### src/design/html_word_tokenizer_unit_assert.svh
// Assertion macros for the word tokenizer core RTL.
`ifndef HTML_WORD_TOKENIZER_UNIT_ASSERT_SVH
`define HTML_WORD_TOKENIZER_UNIT_ASSERT_SVH

// Same-cycle implication, sampled on clock and disabled during reset.
`define HTOK_CHECK_SAME(lbl, ante, cons) \
   lbl: assert property (@(posedge clock) disable iff (reset) (ante) |-> (cons)) \
      else $error("htok: same-cycle check failed");

// Next-cycle implication, sampled on clock and disabled during reset.
`define HTOK_CHECK_NEXT(lbl, ante, cons) \
   lbl: assert property (@(posedge clock) disable iff (reset) (ante) |=> (cons)) \
      else $error("htok: next-cycle check failed");

`endif

### src/design/htok_pkg.sv
// Types and constants shared by the word tokenizer modules.
package htok_pkg;

   localparam int TEXT_BITS        = 8;
   localparam int WORD_LENGTH_BITS = 16;

   localparam int  CSR_ADDR_BITS = 3;
   localparam int  CSR_DATA_BITS = 32;
   localparam logic CSR_IDX_HIGH_BYTES = 1'b0;

   localparam logic [7:0] CH_NUL   = 8'h00;
   localparam logic [7:0] CH_LT    = 8'h3C;
   localparam logic [7:0] CH_GT    = 8'h3E;
   localparam logic [7:0] CH_AMP   = 8'h26;
   localparam logic [7:0] CH_SEMI  = 8'h3B;
   localparam logic [7:0] CH_SLASH = 8'h2F;

   typedef enum logic [2:0] {
      MODE_IDLE,
      MODE_TAG,
      MODE_ENT,
      MODE_WORD,
      MODE_WTAG,
      MODE_WAFTER
   } mode_type;

   localparam int ONE_LETTER_COUNT = 5;
   localparam logic [ONE_LETTER_COUNT-1:0][7:0] ONE_LETTER_TAGS = "abisu";

   // Inline tag names, left-justified and padded with spaces.
   localparam int INLINE_COUNT = 16;
   localparam int INLINE_MAX   = 9;
   typedef logic [INLINE_MAX-1:0][7:0] tag_text_type;

   localparam tag_text_type INLINE_TXT [INLINE_COUNT] = '{
      "basefont ", "big      ", "blink    ", "cite     ",
      "code     ", "em       ", "font     ", "kbd      ",
      "plaintext", "small    ", "strike   ", "strong   ",
      "sub      ", "sup      ", "tt       ", "var      "
   };

   localparam logic [3:0] INLINE_LEN [INLINE_COUNT] = '{
      4'd8, 4'd3, 4'd5, 4'd4, 4'd4, 4'd2, 4'd4, 4'd3,
      4'd9, 4'd5, 4'd6, 4'd6, 4'd3, 4'd3, 4'd2, 4'd3
   };

endpackage

### src/design/htok_if.sv
// Valid/ready channel interfaces for text bytes and tokenizer results.
interface htok_req_if;
   logic                          valid;
   logic                          ready;
   logic [htok_pkg::TEXT_BITS-1:0] text_byte;

   modport source (output valid, output text_byte, input ready);
   modport sink (input valid, input text_byte, output ready);
endinterface

interface htok_rsp_if;
   logic                                 valid;
   logic                                 ready;
   logic                                 kind;
   logic [htok_pkg::TEXT_BITS-1:0]        char_value;
   logic [htok_pkg::WORD_LENGTH_BITS-1:0] word_length;
   logic                                 last;

   modport source (output valid, output kind, output char_value, output word_length,
                   output last, input ready);
   modport sink (input valid, input kind, input char_value, input word_length,
                 input last, output ready);
endinterface

### src/design/html_word_tokenizer_unit.sv
// Top level of the HTML word tokenizer.
//
// Text bytes arrive on req_chan, one per beat; results leave on rsp_chan.
// Each byte yields at most one result: a word character (kind 0) carrying
// the byte, or an end of word (kind 1) carrying the word length, which
// saturates at 2^LENGTH_BITS-1. Tags, entities, spaces and punctuation
// give no word-character result. Every result has last set.
// A byte taken is held in the input register and parsed into the result
// register once that register can take it. One byte is accepted per cycle
// when the output side keeps up; the parse state update and the inline
// tag-name compare sit between the input and result registers. When the
// receiver stalls, the result register holds and the input register holds
// the next byte, so ready drops only while both are full.
// A zero byte ends the document and returns the parse to its idle state.
// Reset clears the parse and the high_bytes_letters register; the APB
// port writes that register (address 0). The user must write it only while
// the block is idle; the block itself does not enforce this.
module html_word_tokenizer_unit #(
   parameter int NAME_CHARS  = 9,
   parameter int LENGTH_BITS = 16
) (
   input  logic                                clock,
   input  logic                                reset,
   htok_req_if.sink                            req_chan,
   htok_rsp_if.source                          rsp_chan,
   input  logic                                psel,
   input  logic                                penable,
   input  logic                                pwrite,
   input  logic [htok_pkg::CSR_ADDR_BITS-1:0]  paddr,
   input  logic [htok_pkg::CSR_DATA_BITS-1:0]  pwdata,
   output logic [htok_pkg::CSR_DATA_BITS-1:0]  prdata,
   output logic                                pready
);
   import htok_pkg::*;

   logic high_bytes_letters;

   htok_csr_regs u_csr_regs (
      .clock              (clock),
      .reset              (reset),
      .psel               (psel),
      .penable            (penable),
      .pwrite             (pwrite),
      .paddr              (paddr),
      .pwdata             (pwdata),
      .prdata             (prdata),
      .pready             (pready),
      .high_bytes_letters (high_bytes_letters)
   );

   htok_core #(
      .NAME_CHARS  (NAME_CHARS),
      .LENGTH_BITS (LENGTH_BITS)
   ) u_core (
      .clock              (clock),
      .reset              (reset),
      .high_bytes_letters (high_bytes_letters),
      .req_chan           (req_chan),
      .rsp_chan           (rsp_chan)
   );

endmodule

### src/design/htok_csr_regs.sv
// Configuration register block behind the APB-style port.
module htok_csr_regs (
   input  logic                                clock,
   input  logic                                reset,
   input  logic                                psel,
   input  logic                                penable,
   input  logic                                pwrite,
   input  logic [htok_pkg::CSR_ADDR_BITS-1:0]  paddr,
   input  logic [htok_pkg::CSR_DATA_BITS-1:0]  pwdata,
   output logic [htok_pkg::CSR_DATA_BITS-1:0]  prdata,
   output logic                                pready,
   output logic                                high_bytes_letters
);
   import htok_pkg::*;

   logic high_bytes_ff;
   logic high_bytes_in;
   logic reg_sel;

   // Word index is the address above the byte offset.
   assign reg_sel = (paddr[CSR_ADDR_BITS-1] == CSR_IDX_HIGH_BYTES);

   always_comb begin
      high_bytes_in = high_bytes_ff;
      if (psel && penable && pwrite && reg_sel) begin
         high_bytes_in = pwdata[0];
      end
   end

   always_ff @(posedge clock) begin
      if (reset) begin
         high_bytes_ff <= 1'b0;
      end else begin
         high_bytes_ff <= high_bytes_in;
      end
   end

   assign prdata = reg_sel ? {{(CSR_DATA_BITS-1){1'b0}}, high_bytes_ff} : '0;
   assign pready = 1'b1;
   assign high_bytes_letters = high_bytes_ff;

endmodule

### src/design/htok_name_match.sv
// Parallel compare of the collected tag name against the inline tag list.
module htok_name_match #(
   parameter int NAME_CHARS  = 9,
   parameter int COUNT_BITS  = 4
) (
   input  logic [NAME_CHARS-1:0][7:0] name_store,
   input  logic [COUNT_BITS-1:0]      name_count,
   output logic                       is_inline
);
   import htok_pkg::*;

   logic                    one_letter;
   logic [INLINE_COUNT-1:0] hit;

   always_comb begin
      one_letter = 1'b0;
      for (int i = 0; i < ONE_LETTER_COUNT; i++) begin
         if (name_store[0] == ONE_LETTER_TAGS[i]) begin
            one_letter = 1'b1;
         end
      end
      for (int k = 0; k < INLINE_COUNT; k++) begin
         hit[k] = (name_count == COUNT_BITS'(INLINE_LEN[k]));
         // Only the characters below the name length take part.
         for (int j = 0; j < INLINE_MAX; j++) begin
            if (j < int'(INLINE_LEN[k]) && name_store[j] != INLINE_TXT[k][INLINE_MAX-1-j]) begin
               hit[k] = 1'b0;
            end
         end
      end
      is_inline = (name_count == COUNT_BITS'(1)) ? one_letter : (|hit);
   end

endmodule

### src/design/htok_core.sv
// Tokenizer datapath: input register, parse state update and result register.
module htok_core #(
   parameter int NAME_CHARS  = 9,
   parameter int LENGTH_BITS = 16
) (
   input  logic       clock,
   input  logic       reset,
   input  logic       high_bytes_letters,
   htok_req_if.sink   req_chan,
   htok_rsp_if.source rsp_chan
);
   import htok_pkg::*;

   `include "html_word_tokenizer_unit_assert.svh"

   localparam int COUNT_BITS = $clog2(NAME_CHARS + 1);
   localparam int INDEX_BITS = $clog2(NAME_CHARS);
   localparam logic [LENGTH_BITS-1:0] COUNT_MAX = '1;

   logic                          in_valid_ff, in_valid_in;
   logic [7:0]                    in_byte_ff;
   logic                          out_valid_ff, out_valid_in;
   logic                          out_kind_ff;
   logic [7:0]                    out_char_ff;
   logic [WORD_LENGTH_BITS-1:0]   out_len_ff;

   mode_type                      mode_ff, mode_in;
   logic [NAME_CHARS-1:0][7:0]    name_store_ff;
   logic [COUNT_BITS-1:0]         name_count_ff, name_count_in;
   logic                          name_open_ff, name_open_in;
   logic                          slash_ok_ff, slash_ok_in;
   logic [LENGTH_BITS-1:0]        word_count_ff, word_count_in;

   logic                          advance;
   logic                          word_byte;
   logic                          tag_is_inline;
   logic                          slash_skip;
   logic                          name_take;
   logic                          emit;
   logic                          emit_end;
   logic [LENGTH_BITS-1:0]        count_step;
   logic [7:0]                    lower_byte;

   function automatic logic is_word(input logic [7:0] c, input logic high);
      logic res;
      res = (c >= "0" && c <= "9") || (c >= "a" && c <= "z") || (c >= "A" && c <= "Z") ||
            (high && c[7]);
      return res;
   endfunction

   // Mode taken by a byte seen outside any word and scan.
   function automatic mode_type idle_mode(input logic [7:0] c, input logic wb);
      mode_type m;
      if (c == CH_LT) begin
         m = MODE_TAG;
      end else if (c == CH_AMP) begin
         m = MODE_ENT;
      end else if (wb) begin
         m = MODE_WORD;
      end else begin
         m = MODE_IDLE;
      end
      return m;
   endfunction

   htok_name_match #(
      .NAME_CHARS (NAME_CHARS),
      .COUNT_BITS (COUNT_BITS)
   ) u_name_match (
      .name_store (name_store_ff),
      .name_count (name_count_ff),
      .is_inline  (tag_is_inline)
   );

   // The held byte is processed once the result register can take its beat.
   assign advance          = in_valid_ff && (!out_valid_ff || rsp_chan.ready);
   assign req_chan.ready   = !in_valid_ff || advance;
   assign word_byte        = is_word(in_byte_ff, high_bytes_letters);
   assign count_step       = (word_count_ff == COUNT_MAX) ? word_count_ff
                                                          : word_count_ff + 1'b1;
   assign lower_byte       = (in_byte_ff >= "A" && in_byte_ff <= "Z") ? (in_byte_ff | 8'h20)
                                                                      : in_byte_ff;
   assign slash_skip       = name_open_ff && slash_ok_ff && (name_count_ff == '0) &&
                             (in_byte_ff == CH_SLASH);
   assign name_take        = !slash_skip && name_open_ff && word_byte &&
                             (name_count_ff < COUNT_BITS'(NAME_CHARS));

   // Next parse mode.
   always_comb begin
      mode_in = mode_ff;
      if (in_byte_ff == CH_NUL) begin
         mode_in = MODE_IDLE;
      end else begin
         case (mode_ff)
            MODE_TAG: begin
               if (in_byte_ff == CH_GT) mode_in = MODE_IDLE;
            end
            MODE_ENT: begin
               if (in_byte_ff == CH_SEMI) mode_in = MODE_IDLE;
            end
            MODE_WORD: begin
               if (in_byte_ff == CH_LT) begin
                  mode_in = MODE_WTAG;
               end else if (!word_byte) begin
                  mode_in = idle_mode(in_byte_ff, word_byte);
               end
            end
            MODE_WTAG: begin
               if (in_byte_ff == CH_GT) begin
                  mode_in = tag_is_inline ? MODE_WAFTER : MODE_IDLE;
               end
            end
            MODE_WAFTER: begin
               mode_in = word_byte ? MODE_WORD : idle_mode(in_byte_ff, word_byte);
            end
            default: begin
               mode_in = idle_mode(in_byte_ff, word_byte);
            end
         endcase
      end
   end

   // Results and the rest of the parse state.
   always_comb begin
      emit          = 1'b0;
      emit_end      = 1'b0;
      word_count_in = word_count_ff;
      name_count_in = name_count_ff;
      name_open_in  = name_open_ff;
      slash_ok_in   = slash_ok_ff;
      if (in_byte_ff == CH_NUL) begin
         if (mode_ff == MODE_WORD || mode_ff == MODE_WTAG || mode_ff == MODE_WAFTER) begin
            emit     = 1'b1;
            emit_end = 1'b1;
         end
         word_count_in = '0;
         name_count_in = '0;
         name_open_in  = 1'b1;
         slash_ok_in   = 1'b1;
      end else begin
         case (mode_ff)
            MODE_TAG, MODE_ENT: begin
            end
            MODE_WORD: begin
               if (word_byte) begin
                  emit          = 1'b1;
                  word_count_in = count_step;
               end else if (in_byte_ff == CH_LT) begin
                  name_count_in = '0;
                  name_open_in  = 1'b1;
                  slash_ok_in   = 1'b1;
               end else begin
                  emit          = 1'b1;
                  emit_end      = 1'b1;
                  word_count_in = '0;
               end
            end
            MODE_WTAG: begin
               if (in_byte_ff == CH_GT) begin
                  if (!tag_is_inline) begin
                     emit          = 1'b1;
                     emit_end      = 1'b1;
                     word_count_in = '0;
                  end
               end else begin
                  if (name_take) begin
                     name_count_in = name_count_ff + 1'b1;
                  end else if (!slash_skip) begin
                     name_open_in = 1'b0;
                  end
                  slash_ok_in = 1'b0;
               end
            end
            MODE_WAFTER: begin
               emit = 1'b1;
               if (word_byte) begin
                  word_count_in = count_step;
               end else begin
                  emit_end      = 1'b1;
                  word_count_in = '0;
               end
            end
            default: begin
               if (word_byte) begin
                  emit          = 1'b1;
                  word_count_in = LENGTH_BITS'(1);
               end
            end
         endcase
      end
   end

   always_comb begin
      in_valid_in = in_valid_ff;
      if (req_chan.valid && req_chan.ready) begin
         in_valid_in = 1'b1;
      end else if (advance) begin
         in_valid_in = 1'b0;
      end
      out_valid_in = out_valid_ff && !rsp_chan.ready;
      if (advance) begin
         out_valid_in = emit;
      end
   end

   always_ff @(posedge clock) begin
      if (reset) begin
         in_valid_ff   <= 1'b0;
         out_valid_ff  <= 1'b0;
         mode_ff       <= MODE_IDLE;
         name_count_ff <= '0;
         name_open_ff  <= 1'b1;
         slash_ok_ff   <= 1'b1;
         word_count_ff <= '0;
      end else begin
         in_valid_ff  <= in_valid_in;
         out_valid_ff <= out_valid_in;
         if (advance) begin
            mode_ff       <= mode_in;
            name_count_ff <= name_count_in;
            name_open_ff  <= name_open_in;
            slash_ok_ff   <= slash_ok_in;
            word_count_ff <= word_count_in;
         end
      end
   end

   always_ff @(posedge clock) begin
      if (req_chan.valid && req_chan.ready) begin
         in_byte_ff <= req_chan.text_byte;
      end
      if (advance && emit) begin
         out_kind_ff <= emit_end;
         out_char_ff <= emit_end ? 8'h00 : in_byte_ff;
         out_len_ff  <= emit_end ? WORD_LENGTH_BITS'(word_count_ff) : '0;
      end
      if (advance && mode_ff == MODE_WTAG && in_byte_ff != CH_NUL && in_byte_ff != CH_GT &&
          name_take) begin
         name_store_ff[name_count_ff[INDEX_BITS-1:0]] <= lower_byte;
      end
   end

   assign rsp_chan.valid       = out_valid_ff;
   assign rsp_chan.kind        = out_kind_ff;
   assign rsp_chan.char_value  = out_char_ff;
   assign rsp_chan.word_length = out_len_ff;
   assign rsp_chan.last        = 1'b1;

   // Outside a word the length counter is always clear, inside it never is.
   `HTOK_CHECK_SAME(a_count_clear_outside, (mode_ff == MODE_IDLE || mode_ff == MODE_TAG || mode_ff == MODE_ENT), (word_count_ff == '0))
   `HTOK_CHECK_SAME(a_count_set_inside, (mode_ff == MODE_WORD || mode_ff == MODE_WTAG || mode_ff == MODE_WAFTER), (word_count_ff != '0))
   `HTOK_CHECK_NEXT(a_end_leaves_word, (advance && emit && emit_end), (mode_ff == MODE_IDLE || mode_ff == MODE_TAG || mode_ff == MODE_ENT))
   `HTOK_CHECK_SAME(a_name_count_bound, (mode_ff == MODE_WTAG), (name_count_ff <= COUNT_BITS'(NAME_CHARS)))

endmodule

### src/flat_wrapper.sv
// flat-port wrapper written by rule: the top's interface ports become plain ports
module html_word_tokenizer_unit_flat import htok_pkg::*;
#(
   parameter int NAME_CHARS  = 9,
   parameter int LENGTH_BITS = 16
)
  (clock, reset, psel, penable, pwrite, paddr, pwdata, prdata, pready, req_chan_valid, req_chan_text_byte, req_chan_ready, rsp_chan_valid, rsp_chan_kind, rsp_chan_char_value, rsp_chan_word_length, rsp_chan_last, rsp_chan_ready);
  htok_req_if req_chan_i ();
  htok_rsp_if rsp_chan_i ();
  input  logic clock;
  input  logic reset;
  input  logic psel;
  input  logic penable;
  input  logic pwrite;
  input  logic [htok_pkg::CSR_ADDR_BITS-1:0] paddr;
  input  logic [htok_pkg::CSR_DATA_BITS-1:0] pwdata;
  output logic [htok_pkg::CSR_DATA_BITS-1:0] prdata;
  output logic pready;
  input wire logic [$bits(req_chan_i.valid)-1:0] req_chan_valid;
  input wire logic [$bits(req_chan_i.text_byte)-1:0] req_chan_text_byte;
  output wire logic [$bits(req_chan_i.ready)-1:0] req_chan_ready;
  output wire logic [$bits(rsp_chan_i.valid)-1:0] rsp_chan_valid;
  output wire logic [$bits(rsp_chan_i.kind)-1:0] rsp_chan_kind;
  output wire logic [$bits(rsp_chan_i.char_value)-1:0] rsp_chan_char_value;
  output wire logic [$bits(rsp_chan_i.word_length)-1:0] rsp_chan_word_length;
  output wire logic [$bits(rsp_chan_i.last)-1:0] rsp_chan_last;
  input wire logic [$bits(rsp_chan_i.ready)-1:0] rsp_chan_ready;
  assign req_chan_i.valid = req_chan_valid;
  assign req_chan_i.text_byte = req_chan_text_byte;
  assign req_chan_ready = req_chan_i.ready;
  assign rsp_chan_valid = rsp_chan_i.valid;
  assign rsp_chan_kind = rsp_chan_i.kind;
  assign rsp_chan_char_value = rsp_chan_i.char_value;
  assign rsp_chan_word_length = rsp_chan_i.word_length;
  assign rsp_chan_last = rsp_chan_i.last;
  assign rsp_chan_i.ready = rsp_chan_ready;
  html_word_tokenizer_unit #(.NAME_CHARS(NAME_CHARS), .LENGTH_BITS(LENGTH_BITS)) u_core (.clock(clock), .reset(reset), .req_chan(req_chan_i), .rsp_chan(rsp_chan_i), .psel(psel), .penable(penable), .pwrite(pwrite), .paddr(paddr), .pwdata(pwdata), .prdata(prdata), .pready(pready));
endmodule
### config.mk
export PLATFORM = sky130hd
export DESIGN_NAME = html_word_tokenizer_unit_flat
export DESIGN_NICKNAME = d
export VERILOG_FILES = /design/src/design/htok_pkg.sv /design/src/design/htok_if.sv /design/src/design/html_word_tokenizer_unit.sv /design/src/design/htok_csr_regs.sv /design/src/design/htok_name_match.sv /design/src/design/htok_core.sv /design/src/flat_wrapper.sv
export VERILOG_INCLUDE_DIRS = /design/src /design/src/design
export SDC_FILE = /design/constraint.sdc
export NUM_CORES = 1
export LEC_CHECK = 0
export BUFFER_PORTS_ARGS = -buffer_cell sky130_fd_sc_hd__buf_2
export CAP_MARGIN = 20
export CORE_ASPECT_RATIO = 0.9
export CORE_MARGIN = 4
export CORE_UTILIZATION = 30
export DETAILED_ROUTE_END_ITERATION = 12
export GPL_TIMING_DRIVEN = 0
export HOLD_SLACK_MARGIN = 0.02
export PLACE_DENSITY_LB_ADDON = 0.3
export SYNTH_ARGS = -nofsm -noshare
export SYNTH_HDL_FRONTEND = slang
export SYNTH_SLANG_ARGS = --single-unit
### constraint.sdc
create_clock -name clock -period 3.8 [get_ports clock]
set_input_delay 0.38 -clock clock [delete_from_list [all_inputs] [get_ports clock]]
set_output_delay 0.38 -clock clock [all_outputs]
set_load 0.005 [all_outputs]
==> impl_metrics.json <==
{
  "final_cell_mix": "edfxtp_1, buf_2, buf_4",
  "slew_headroom": 0.3667,
  "power_mw": 3.483,
  "vias": 4778,
  "max-cap-violations": 0,
  "async_flop_share": 0,
  "vdd_drop_max_uv": 301.1,
  "clkSlewWorstSetupHoldPaths_ns": 0.06,
  "first_pass_iters": 6,
  "drive_above_1_share": 0.2175,
  "fin_crit_ns": 3.540,
  "stdcell_count": 971,
  "gr-usage-met2": 0.1878,
  "setup_viol": 0,
  "final_area_um2": 7896,
  "synth_edf_count": 105,
  "clk_latency_ns": 0.42,
  "cts_resized": 0,
  "gr-usage-all-layers": 0.1299,
  "antenna_found_initial": 0,
  "hold_slack_ns": 0.1395,
  "nFillCells": 2093,
  "worst_setup_path_start_kind": "flip-flop",
  "tightest_slew_ns": 0.9372,
  "finClkSkew_ns": 0.01356,
  "via_per_inst": 4.921,
  "critical_path.cell_chain": "nor3_1 -> a221oi_2 -> a22o_1 -> buf_2 -> o21ai_0 -> or4_1 -> buf_2 -> nor3b_2 -> and2_1",
  "status": "complete, no violations",
  "cp_max_fo": 16,
  "rsz0062_at_grt": "false",
  "arrival_ns": 3.61,
  "p_switching_uw": 783.2,
  "drt_wl_total_um": 15720,
  "syn_area_um2": 6485,
  "dieArea_um2": 24040,
  "synth-seq-cells": 133,
  "start_util": 0.3085,
  "max_stage_delay_ns": 0.77,
  "final_common_cell": "edfxtp_1",
  "p_int_mw": 2.700,
  "route.detailed.drc": 0,
  "synth_cells": 568,
  "ys_dominant_reg_cell": "edfxtp_1",
  "insertedDiodeCount": 0,
  "grt_pass1_wl_um": 24680,
  "yosys_warnings": 0,
  "grt.overflow.total": 0,
  "cts_made_buffers": 17,
  "grtUsageMet3": 0.02481,
  "ys_seq_area_frac": 0.5726,
  "period_share": 0.9315,
  "wire_per_inst_um": 16.18,
  "cts_tree": "built",
  "ant_nets": 0,
  "cp.required_ns": 3.87,
  "met1_usage": 0.1984,
  "sw_frac_of_total": 0.2249,
  "hpwlAfterDp_um": 10870,
  "fin_setup_tns_ns": 0,
  "power_density_nw_per_um2": 441.1,
  "grt_max_degree": 26,
  "crit_top_cell": "buf_2",
  "dieHeight_um": 147.5,
  "p_clk_frac": 0.497,
  "nNetsFinal": 727,
  "cts-root-buf": "clkbuf_16",
  "hold_viol": 0,
  "htree_levels": 4,
  "syn_to_final_growth_pct": 21.76,
  "cts_max_path_buffers": 2,
  "slew_violations": 0,
  "place_area_um2": 7174,
  "cp-end-kind": "flip-flop",
  "holdCritPathClass": "in -> reg",
  "p_leak_nw": 2.833,
  "placed_cells_incl_taps": 928,
  "fmax_ghz": 0.2825,
  "row_count": 50,
  "syn_avg_cell_area_um2": 11.42,
  "fin_util": 0.3757,
  "cp_top_family": "simple AND/OR/NAND/NOR gates",
  "grt_pass1_vias": 4446,
  "pin_count": 111,
  "port_buffers": 43,
  "drt_iter0_markers": 414,
  "seqPwrFrac": 0.461,
  "setup_ws_ns": 0.2603,
  "gp_congestion": 0.8720,
  "pre_cts_slack_ns": 0.1141,
  "path_buf_inv": 2,
  "synthDistinctLibCells": 67,
  "worst-setup-path-type": "reg -> reg",
  "crit_slowest_cell": "edfxtp_1",
  "fp.dieW_um": 163.0,
  "combPwrFrac": 0.042,
  "clock-sinks": 133,
  "core_area_um2": 21020,
  "top_usage_layer": "met1"
}
==> final cells by class <==
cell class	instances	area (µm²)	share of cell area
sequential	133	3714	0.4703
multi-input combinational	402	2510	0.3179
clock buffer	17	425.4	0.05387
tap	286	357.8	0.04532
buffer	50	325.3	0.04120
timing repair buffer	54	317.8	0.04025
clock inverter	15	193.9	0.02456
inverter	14	52.55	0.006655
==> synth_stat cells (all sizes together) (3+ instances only) <==
cell type    n  share of area
edfxtp     105           0.49
buf         41          0.045
nor2        39          0.023
nand2       35          0.020
dfxtp       28          0.086
a21oi       25          0.020
nor2b       23          0.022
nand3       21          0.017
nand4       20          0.019
o21ai       19          0.015
and2        18          0.017
nor4        16          0.015
nor4bb      16          0.025
inv         14         0.0081
nor3        11          0.010
clkbuf       9         0.0054
and3         8         0.0077
nand2b       7         0.0068
nand4b       7         0.0095
a21o         6         0.0069
and3b        6         0.0081
nor3b        6         0.0077
nor4b        6         0.0091
o21a         6         0.0069
and4b        5         0.0077
ha           5         0.0096
nand3b       5         0.0058
o31ai        5         0.0058
xnor2        4         0.0054
a221o        3         0.0046
a31oi        3         0.0029
and4         3         0.0041
mux2i        3         0.0046
o211ai       3         0.0042
or2          3         0.0029
or3b         3         0.0041
or4          3         0.0035
==> cell families after synthesis <==
| kind of cell | Yosys count | share of synthesized area |
|---|---|---|
| AOI/OAI and AO/OA | 88 | 0.09126 |
| and+or+nand+nor | 266 | 0.2526 |
| xor gates and xnor gates | 6 | 0.008103 |
| DFF | 133 | 0.5726 |
| adders and majority gates | 5 | 0.009647 |
| other | 2 | 0.001158 |
| muxes | 4 | 0.006367 |
| buffers and inverters | 64 | 0.05827 |
==> what timing repair did <==
action | 4_1_cts | 5_1_grt
buffers inserted | 0 | 10
endpoints found under the setup margin | 0 | 40
hold buffers | 0 | 0
==> power groups by stage <==
stage | clock network (mW) | logic, mW | registers, mW
global placement | 0 | 0.123 | 1.65
global route | 1.81 | 0.162 | 1.61
CTS | 1.75 | 0.124 | 1.62
detailed placement | 0 | 0.123 | 1.65
finish | 1.73 | 0.146 | 1.61
floorplan | 0 | 0.0877 | 1.63
==> per-layer routing <==
layer,up-vias,routed length (µm)
met5,-,0
met1,2267,7928
met3,14,1078
met2,193,6532
li1,2304,-
met4,0,175
==> path summary, 6_finish.rpt <==
path | to | startpoint | cells after the start | slack, ns
hold / removal | u_core.u_core.in_byte_ff[3] | req_chan_text_byte[3] | 1 | 0.14
hold reg to reg | u_core.u_core.slash_ok_ff | u_core.u_core.slash_ok_ff | 1 | 0.46
setup / recovery | u_core.u_core.name_store_ff[57] | u_core.u_core.in_byte_ff[3] | 9 | 0.26
setup reg to reg | u_core.u_core.name_store_ff[57] | u_core.u_core.in_byte_ff[3] | 9 | 0.26
==> state kept, by name (all words and copies together), names as in the netlist <==
signal	count
u_core.u_core.rsp_chan.valid	1
u_core.u_core.mode_ff	3
u_core.u_core.rsp_chan.word_length	16
u_core.u_core.in_valid_ff	1
u_core.u_core.rsp_chan.char_value	8
u_core.u_core.name_store_ff	72
u_core.u_core.in_byte_ff	8
u_core.u_core.name_count_ff	4
u_core.u_core.name_open_ff	1
u_core.u_core.word_count_ff	16
u_core.u_csr_regs.high_bytes_letters	1
u_core.u_core.rsp_chan.kind	1
u_core.u_core.slash_ok_ff	1
Note: power is estimated with default switching activity, not from simulation.
